`src/rtl/core/csv_field_splitter_macros.svh`:
```
// ----------------------------------------------------------------------------
// CSV field splitter assertion macros
// Concurrent checks clocked on clk_i and held off while rst_ni is low.
// ----------------------------------------------------------------------------
`ifndef CSV_FIELD_SPLITTER_MACROS_SVH
`define CSV_FIELD_SPLITTER_MACROS_SVH

`ifndef SYNTHESIS
`define CSVFS_ASSERT(lbl, prop, msg) \
  lbl: assert property (@(posedge clk_i) disable iff (!rst_ni) (prop)) else $error(msg);
`define CSVFS_ASSERT_NEXT(lbl, pre, post, msg) \
  lbl: assert property (@(posedge clk_i) disable iff (!rst_ni) (pre) |=> (post)) \
    else $error(msg);
`else
`define CSVFS_ASSERT(lbl, prop, msg)
`define CSVFS_ASSERT_NEXT(lbl, pre, post, msg)
`endif

`endif

```
`src/rtl/core/csvfs_pkg.sv`:
```
// ----------------------------------------------------------------------------
// CSV field splitter package
// Byte codes, result item layout and the push bundle between core and queue.
// ----------------------------------------------------------------------------
package csvfs_pkg;

  localparam int CHAR_W  = 8;
  localparam int FNUM_W  = 11;
  localparam int START_W = 10;
  localparam int LEN_W   = 11;

  localparam logic [CHAR_W-1:0] CHAR_COMMA = 8'h2C;
  localparam logic [CHAR_W-1:0] CHAR_QUOTE = 8'h22;
  localparam logic [CHAR_W-1:0] CHAR_SPACE = 8'h20;
  localparam logic [CHAR_W-1:0] CHAR_TAB   = 8'h09;
  localparam logic [CHAR_W-1:0] CHAR_CR    = 8'h0D;
  localparam logic [CHAR_W-1:0] CHAR_LF    = 8'h0A;

  localparam logic [1:0] PUSH_NONE = 2'd0;
  localparam logic [1:0] PUSH_ONE  = 2'd1;
  localparam logic [1:0] PUSH_TWO  = 2'd2;

  typedef struct packed {
    logic               line_overflow;
    logic               row_last;
    logic [LEN_W-1:0]   content_length;
    logic [START_W-1:0] content_start;
    logic [FNUM_W-1:0]  field_number;
  } res_t;

  typedef struct packed {
    logic [1:0] count;
    res_t       first;
    res_t       second;
  } push_t;

  function automatic logic is_blank(input logic [CHAR_W-1:0] c);
    return (c == CHAR_SPACE) || (c == CHAR_TAB) || (c == CHAR_CR) || (c == CHAR_LF);
  endfunction

endpackage

```
`src/rtl/core/csvfs_core.sv`:
```
`include "csv_field_splitter_macros.svh"
// ----------------------------------------------------------------------------
// CSV field splitter core
// Input register, field tracking and result forming; a byte a cycle if room_i.
// ----------------------------------------------------------------------------
module csvfs_core #(
  parameter int LINE_MAX = 1024
) (
  input  logic                       clk_i,
  input  logic                       rst_ni,
  input  logic                       s_valid_i,
  output logic                       s_ready_o,
  input  logic [csvfs_pkg::CHAR_W-1:0] s_char_i,
  input  logic                       s_last_i,
  input  logic                       room_i,
  output csvfs_pkg::push_t           push_o
);
  import csvfs_pkg::*;

  localparam int PW = $clog2(LINE_MAX + 1);
  localparam int OW = $clog2(LINE_MAX);
  localparam int XW = (PW > FNUM_W) ? PW : FNUM_W;

  typedef struct packed {
    logic [PW-1:0] field_begin;
    logic          opens_with_quote;
    logic          solid_seen;
    logic          solid_before;
    logic          tail_quote;
    logic          has_byte;
    logic [OW-1:0] first_solid;
    logic [OW-1:0] last_solid;
    logic [OW-1:0] last_solid_before;
  } fld_t;

  logic              in_valid_q, in_valid_d;
  logic [CHAR_W-1:0] char_q;
  logic              last_q;
  logic              fire;

  logic [PW-1:0] byte_position_q, byte_position_d;
  logic [PW-1:0] field_counter_q, field_counter_d;
  logic          quoted_q, quoted_d;
  logic          overflow_q, overflow_d;
  fld_t          fld_q, fld_d, nf, src;

  logic [OW-1:0] off;
  logic [PW-1:0] off_inc;
  logic [PW-1:0] cnt_inc;
  logic          comma_split;
  logic          has;
  logic [OW-1:0] z;
  logic [OW-1:0] start0, start1;
  logic [PW-1:0] len0;
  logic [XW-1:0] fnum0_x, fnum1_x, start0_x, start1_x, len0_x;

  assign s_ready_o = !in_valid_q || room_i;
  assign fire      = in_valid_q && room_i;

  always_comb begin
    in_valid_d = in_valid_q;
    if (fire) begin
      in_valid_d = 1'b0;
    end
    if (s_valid_i && s_ready_o) begin
      in_valid_d = 1'b1;
    end
  end

  always_ff @(posedge clk_i) begin
    if (s_valid_i && s_ready_o) begin
      char_q <= s_char_i;
      last_q <= s_last_i;
    end
  end

  // position of this byte, saturated at the last offset
  always_comb begin
    overflow_d = overflow_q;
    if (byte_position_q >= PW'(LINE_MAX)) begin
      overflow_d = 1'b1;
      off        = OW'(LINE_MAX - 1);
    end else begin
      off        = OW'(byte_position_q);
    end
    byte_position_d = (byte_position_q < PW'(LINE_MAX)) ? byte_position_q + PW'(1)
                                                         : PW'(LINE_MAX);
    cnt_inc = (field_counter_q < PW'(LINE_MAX)) ? field_counter_q + PW'(1)
                                                 : PW'(LINE_MAX);
    off_inc     = PW'(off) + PW'(1);
    comma_split = (char_q == CHAR_COMMA) && !quoted_q;
  end

  // field state after taking this byte in
  always_comb begin
    nf          = fld_q;
    nf.has_byte = 1'b1;
    if (!fld_q.has_byte && (char_q == CHAR_QUOTE)) begin
      nf.opens_with_quote = 1'b1;
      nf.tail_quote       = 1'b0;
    end else begin
      nf.solid_before      = fld_q.solid_seen;
      nf.last_solid_before = fld_q.last_solid;
      nf.tail_quote        = (char_q == CHAR_QUOTE);
      if (!is_blank(char_q)) begin
        if (!fld_q.solid_seen) begin
          nf.first_solid = off;
        end
        nf.last_solid = off;
        nf.solid_seen = 1'b1;
      end
    end
  end

  // result forming
  always_comb begin
    src = comma_split ? fld_q : nf;
    if (src.opens_with_quote && src.tail_quote) begin
      has = src.solid_before;
      z   = src.last_solid_before;
    end else begin
      has = src.solid_seen;
      z   = src.last_solid;
    end
    if (has && (z >= src.first_solid)) begin
      start0 = src.first_solid;
      len0   = PW'(z) - PW'(src.first_solid) + PW'(1);
    end else begin
      start0 = (src.field_begin < PW'(LINE_MAX)) ? OW'(src.field_begin)
                                                  : OW'(LINE_MAX - 1);
      len0   = '0;
    end
    start1 = (off_inc < PW'(LINE_MAX)) ? OW'(off_inc) : OW'(LINE_MAX - 1);

    fnum0_x  = XW'(field_counter_q);
    fnum1_x  = XW'(cnt_inc);
    start0_x = XW'(start0);
    start1_x = XW'(start1);
    len0_x   = XW'(len0);

    push_o.first.field_number   = fnum0_x[FNUM_W-1:0];
    push_o.first.content_start  = start0_x[START_W-1:0];
    push_o.first.content_length = len0_x[LEN_W-1:0];
    push_o.first.row_last       = !comma_split;
    push_o.first.line_overflow  = overflow_d;

    push_o.second.field_number   = fnum1_x[FNUM_W-1:0];
    push_o.second.content_start  = start1_x[START_W-1:0];
    push_o.second.content_length = '0;
    push_o.second.row_last       = 1'b1;
    push_o.second.line_overflow  = overflow_d;

    if (!fire) begin
      push_o.count = PUSH_NONE;
    end else if (comma_split) begin
      push_o.count = last_q ? PUSH_TWO : PUSH_ONE;
    end else begin
      push_o.count = last_q ? PUSH_ONE : PUSH_NONE;
    end
  end

  // state update; a line end returns the line state to reset
  always_comb begin
    field_counter_d = field_counter_q;
    quoted_d        = quoted_q;
    fld_d           = nf;
    if (comma_split) begin
      field_counter_d   = cnt_inc;
      fld_d             = '0;
      fld_d.field_begin = off_inc;
    end else if (char_q == CHAR_QUOTE) begin
      quoted_d = !quoted_q;
    end
  end

  always_ff @(posedge clk_i or negedge rst_ni) begin
    if (!rst_ni) begin
      in_valid_q      <= 1'b0;
      byte_position_q <= '0;
      field_counter_q <= '0;
      quoted_q        <= 1'b0;
      overflow_q      <= 1'b0;
      fld_q           <= '0;
    end else begin
      in_valid_q <= in_valid_d;
      if (fire) begin
        if (last_q) begin
          byte_position_q <= '0;
          field_counter_q <= '0;
          quoted_q        <= 1'b0;
          overflow_q      <= 1'b0;
          fld_q           <= '0;
        end else begin
          byte_position_q <= byte_position_d;
          field_counter_q <= field_counter_d;
          quoted_q        <= quoted_d;
          overflow_q      <= overflow_d;
          fld_q           <= fld_d;
        end
      end
    end
  end

  `CSVFS_ASSERT_NEXT(a_line_end_clears, fire && last_q,
    (byte_position_q == '0) && (field_counter_q == '0) && !quoted_q && !overflow_q,
    "line end did not clear the line state")
  `CSVFS_ASSERT(a_two_only_on_comma, (push_o.count != PUSH_TWO) ||
    (last_q && (char_q == CHAR_COMMA) && !quoted_q), "two results without a final comma")
  `CSVFS_ASSERT(a_overflow_saturated, !overflow_q || (byte_position_q == PW'(LINE_MAX)),
    "overflow flag set below the line limit")

endmodule

```
`src/rtl/core/csv_field_splitter.sv`:
```
`include "csv_field_splitter_macros.svh"
// ----------------------------------------------------------------------------
// CSV field splitter
// Splits a byte stream of text lines into comma-separated field descriptors.
// ----------------------------------------------------------------------------
//  channel  | dir | tdata                                  | tlast     | tuser
//  s_axis   | in  | char_in[7:0]                           | line_last | -
//  m_axis   | out | field_number, content_start, length    | row_last  | line_overflow
//
// One byte a cycle while the output queue has room; a byte passes the input
// register and then enters the output queue. A comma that ends a line yields
// two items. The three-entry output queue takes a byte's results while it holds
// at most one item, so a stalled m_axis stops s_axis once two items wait and a
// byte holds the input register. Reset clears line state and empties the queue.
// ----------------------------------------------------------------------------
module csv_field_splitter #(
  parameter int LINE_MAX = 1024
) (
  input  logic        clk_i,
  input  logic        rst_ni,
  input  logic        s_axis_tvalid,
  output logic        s_axis_tready,
  input  logic [7:0]  s_axis_tdata,  // [7:0] char_in
  input  logic        s_axis_tlast,
  output logic        m_axis_tvalid,
  input  logic        m_axis_tready,
  output logic [31:0] m_axis_tdata,  // [10:0] field_number, [20:11] content_start,
                                     // [31:21] content_length
  output logic        m_axis_tlast,
  output logic        m_axis_tuser   // [0] line_overflow
);
  import csvfs_pkg::*;

  localparam int DEPTH = 3;

  push_t      push;
  logic       room;
  logic       pop;
  logic [1:0] count_q, count_d;
  logic [1:0] base;
  res_t       ent_q [DEPTH];
  res_t       ent_d [DEPTH];

  csvfs_core #(
    .LINE_MAX (LINE_MAX)
  ) u_core (
    .clk_i     (clk_i),
    .rst_ni    (rst_ni),
    .s_valid_i (s_axis_tvalid),
    .s_ready_o (s_axis_tready),
    .s_char_i  (s_axis_tdata),
    .s_last_i  (s_axis_tlast),
    .room_i    (room),
    .push_o    (push)
  );

  assign room = (count_q <= 2'd1);
  assign pop  = (count_q != 2'd0) && m_axis_tready;
  assign base = count_q - {1'b0, pop};

  always_comb begin
    for (int i = 0; i < DEPTH; i++) begin
      if (pop && (i < DEPTH - 1)) begin
        ent_d[i] = ent_q[i+1];
      end else begin
        ent_d[i] = ent_q[i];
      end
      if ((push.count != PUSH_NONE) && (base == 2'(i))) begin
        ent_d[i] = push.first;
      end
      if ((push.count == PUSH_TWO) && ((base + 2'd1) == 2'(i))) begin
        ent_d[i] = push.second;
      end
    end
    count_d = base + push.count;
  end

  always_ff @(posedge clk_i or negedge rst_ni) begin
    if (!rst_ni) begin
      count_q <= '0;
    end else begin
      count_q <= count_d;
    end
  end

  always_ff @(posedge clk_i) begin
    ent_q <= ent_d;
  end

  assign m_axis_tvalid = (count_q != 2'd0);
  assign m_axis_tdata  = {ent_q[0].content_length, ent_q[0].content_start,
                          ent_q[0].field_number};
  assign m_axis_tlast  = ent_q[0].row_last;
  assign m_axis_tuser  = ent_q[0].line_overflow;

  `CSVFS_ASSERT(a_push_fits, (push.count == PUSH_NONE) || (count_q <= 2'd1),
    "results pushed into a queue without room")
  `CSVFS_ASSERT_NEXT(a_hold_while_stalled, m_axis_tvalid && !m_axis_tready,
    m_axis_tvalid && $stable(m_axis_tdata), "output item changed while stalled")
  `CSVFS_ASSERT_NEXT(a_drain_empties, pop && (push.count == PUSH_NONE) && (count_q == 2'd1),
    count_q == 2'd0, "queue did not empty after the last item left")

endmodule
```
`config.mk`:
```
export PLATFORM = sky130hd
export DESIGN_NAME = csv_field_splitter
export DESIGN_NICKNAME = d
export VERILOG_FILES = /design/src/rtl/core/csvfs_pkg.sv /design/src/rtl/core/csvfs_core.sv /design/src/rtl/core/csv_field_splitter.sv
export VERILOG_INCLUDE_DIRS = /design/src /design/src/rtl/core
export SDC_FILE = /design/constraint.sdc
export NUM_CORES = 1
export LEC_CHECK = 0
export ABC_CLOCK_PERIOD_IN_PS = 6700
export BUFFER_PORTS_ARGS = -buffer_cell sky130_fd_sc_hd__clkbuf_2
export CAP_MARGIN = 20
export CELL_PAD_IN_SITES_DETAIL_PLACEMENT = 0
export CELL_PAD_IN_SITES_GLOBAL_PLACEMENT = 2
export CORE_UTILIZATION = 43
export DETAILED_ROUTE_END_ITERATION = 10
export PLACE_DENSITY_LB_ADDON = 0.1
export SYNTH_ARGS = -nofsm -noshare
export SYNTH_HDL_FRONTEND = slang
export SYNTH_SLANG_ARGS = --single-unit
```
`constraint.sdc`:
```
create_clock -name clk_i -period 6.7 [get_ports clk_i]
set_input_delay 1.005 -clock clk_i [delete_from_list [all_inputs] [get_ports clk_i]]
set_output_delay 1.005 -clock clk_i [all_outputs]
set_load 0.1 [all_outputs]
```
==> flow_summary.toml <==
[synth]
ys_warn_count = 0
ys_async_sr_fraction = 0.397
synth_edf_count = 75
synth_xor_area_frac = 0.0156
netlist_area_sq_um = 10700
synth_top_area_share = 0.211
synth_simple_gate_area_frac = 0.170
synth-compound-area-share = 0.233
syn_inst = 1100
synth.distinct_cells = 78
yosysSeqAreaShare = 0.450
syn_area_per_cell_sq_um = 9.69
synth_top_family_by_area = "compound AO/OA/AOI/OAI gates"
synthMostInstantiatedCell = "nand2_1"
mappedNetlistNets = 1147
muxShareOfSynthArea = 0.0197
ys_top_cells_by_count = "nand2_1 (121), nor2_1 (84), edfxtp_1 (75)"
synthAdderAreaFrac = 0.0434
synth_top_cells_by_area = "edfxtp_1 (21%), dfrtp_1 (17%), dfxtp_1 (6.8%)"
ys.flop_type = "edfxtp_1"
yosysTopAreaCell = "edfxtp_1"
ys_ff_latch = 184

[power]
ir_worst_vdd_mv = 0.224
powerDensity_nw_per_um2 = 459
leakagePower_nw = 4.80
fin_total_pwr_mw = 5.31

[clock_network]
clk_transition_reported_paths_ns = 0.08
cts_hold_buf = 0
cts.path.max_buffers = 2
clk_latency_ns = 0.44
post_cts_resized = 0
cts_tree = "yes"
h-tree-depth = 4
clock-sinks = 184
cts_buffers = 17
root_buffer = "clkbuf_16"
postCtsSetupRepairBufs = 0

[floorplanning]
rows = 57
initial_core_util = 0.438
chipWidth_microns = 159
die-area_sq_um = 25400
core_sq_um = 24300
die_height_microns = 159
num_io_pins = 49

[global_routing]
grt_pass1_vias = 8145
antenna_found_initial = 0
grt_pass1_wl_microns = 50200
grt-ovfl-total = 0
grt_usage = 0.260
grt_max_degree = 53

[place]
gp_congestion = 0.841
post-dp-hpwl_microns = 22500
port_buffers = 48

[routing]
postRouteAntennaNets = 0
wire_per_inst_microns = 22.7
vias = 8592
wirelength_microns = 32400
drc = 0
first_pass_iters = 5
viasPerCell = 6.03
drtIter0Drc = 691

[timing]
fin_crit_ns = 5.11
tns_ns = 0
worst_slew_pin_slew_ns = 0.964
setup_viol = 0
holdWs_ns = 0.451
hold_viol = 0
maxSlewHeadroom = 0.357
timing.fmax_ghz = 0.196
fin_skew_ns = 0.0167
maxSlewViolCount = 0
min_period_over_period = 0.762
rsz0062_at_grt = "no"

[cells_and_area]
layout-drive-gt1-share = 0.147
diodes = 0
fill_cells = 2374
syn2layout_area_growth_pct = 8.49
final_net_count = 1136

[worst_setup_path]
slowest_delay_ns = 0.56
critPathSlowestCell = "or4b_4"
critPathMaxFanout = 23
regToRegStartpoint = "u_core.char_q[0]"
cp-end-kind = "flop"
worstPathCellList = "or4b_4 -> or2_1 -> and3_1 -> a21oi_1 -> buf_4 -> nand2_1 -> o221a_2 -> ha_1 -> fa_1 -> nor2b_1 -> o21ai_0 -> a21o_1 -> a211oi_1 -> o31ai_1"
critPathArrivalTime_ns = 5.26
cp-startpoint = "u_core.char_q[0]"
path_class = "reg2reg"
cp_data_required_time_ns = 6.86
start_kind = "flop"

[worst_hold_path]
holdCritPathClass = "reg2reg"
hp-start = "ent_q[27]"

[status]
status = "complete, no violations"

[job]
drv_cap = 0
## critical path: cells and delay by family, from the launching register on
kind / cells / cell delay (ns)
buffers and inverters: 1 / 0.22
AO/OA/AOI/OAI: 6 / 1.85
flip-flops: 1 / 0.45
AND/OR/NAND/NOR: 5 / 1.70
adder cells (fa/ha/maj): 2 / 0.60
## cell usage in the layout, fill, tap and decap left out, types with 13 or more instances in the layout
master     instances
and3_1            20
mux2i_1           21
inv_1             34
a22o_1            37
a211oi_1          13
ha_1              29
dfxtp_1           36
o22ai_1           29
nor2_1            84
o21ai_0           52
dfrtp_1           73
edfxtp_1          75
o2bb2ai_1         14
clkbuf_2          47
nor3_1            30
o31ai_1           31
clkbuf_16         17
a21oi_1           39
buf_4             34
nand2_1          121
nand3_1           17
## worst paths after layout
check / endpoint / slack (ns) / cells past startpoint
worst max-delay path: ent_q[20] / 1.59 / 14
max in group asynchronous: u_core.fld_q[41] / 5.16 / 2
min in group asynchronous: u_core.field_counter_q[6] / 0.49 / 1
worst min-delay path: ent_q[27] / 0.45 / 2
worst min register to register: ent_q[27] / 0.45 / 2
worst max register to register: ent_q[20] / 1.59 / 14
## per-layer routing
layer / vias to the layer above / wire [microns] / track usage
met4: 0 / 708 / 0.0835
met2: 272 / 15000 / 0.416
met1: 4211 / 15000 / 0.366
met5: - / 0 / 0
met3: 42 / 1700 / 0.0323
li1: 4067 / - / -
## cell families after synthesis
logic type	after synthesis
AND/OR/NAND/NOR	359
AO/OA/AOI/OAI	338
flip-flops	184
buffers and inverters	145
adder cells (fa/ha/maj)	34
multiplexers	21
XOR/XNOR	19
## per-stage QoR
step | util | instances | cell area (sq um) | setup slack (ns)
2_1_floorplan | - | 1100 | 10700 | 2.18
3_3_place_gp | 0.451 | 1393 | 11000 | 1.73
3_5_place_dp | 0.452 | 1394 | 11000 | 1.63
4_1_cts | 0.475 | 1426 | 11600 | 1.62
5_1_grt | 0.475 | 1426 | 11600 | 1.27
6_report | 0.475 | 1426 | 11600 | 1.59
## registers in the layout, summed over array words and instances (netlist names)
signal / flops
u_core.char_q: 8
m_axis_tlast: 1
u_core.field_counter_q: 11
u_core.overflow_q: 1
u_core.quoted_q: 1
count_q: 2
u_core.fld_q: 46
u_core.byte_position_q: 11
u_core.in_valid_q: 1
ent_q: 68
m_axis_tuser: 1
u_core.last_q: 1
m_axis_tdata: 32
## power breakdown
part           leakage (nW)  internal (mW)  switching [mW]
registers              2.04           1.46           0.157
logic                  2.47          0.720            1.96
clock network         0.292          0.500           0.513
## final cells by class
cell class / count / area (sq um) / area share
multi-input combinational: 771 / 5160 / 0.446
sequential: 184 / 4800 / 0.415
timing repair buffer: 82 / 495 / 0.0429
clock buffer: 17 / 425 / 0.0368
tap: 324 / 405 / 0.0351
clock inverter: 15 / 156 / 0.0135
inverter: 33 / 124 / 0.0107
No activity file was read; power rests on OpenSTA's default activity.
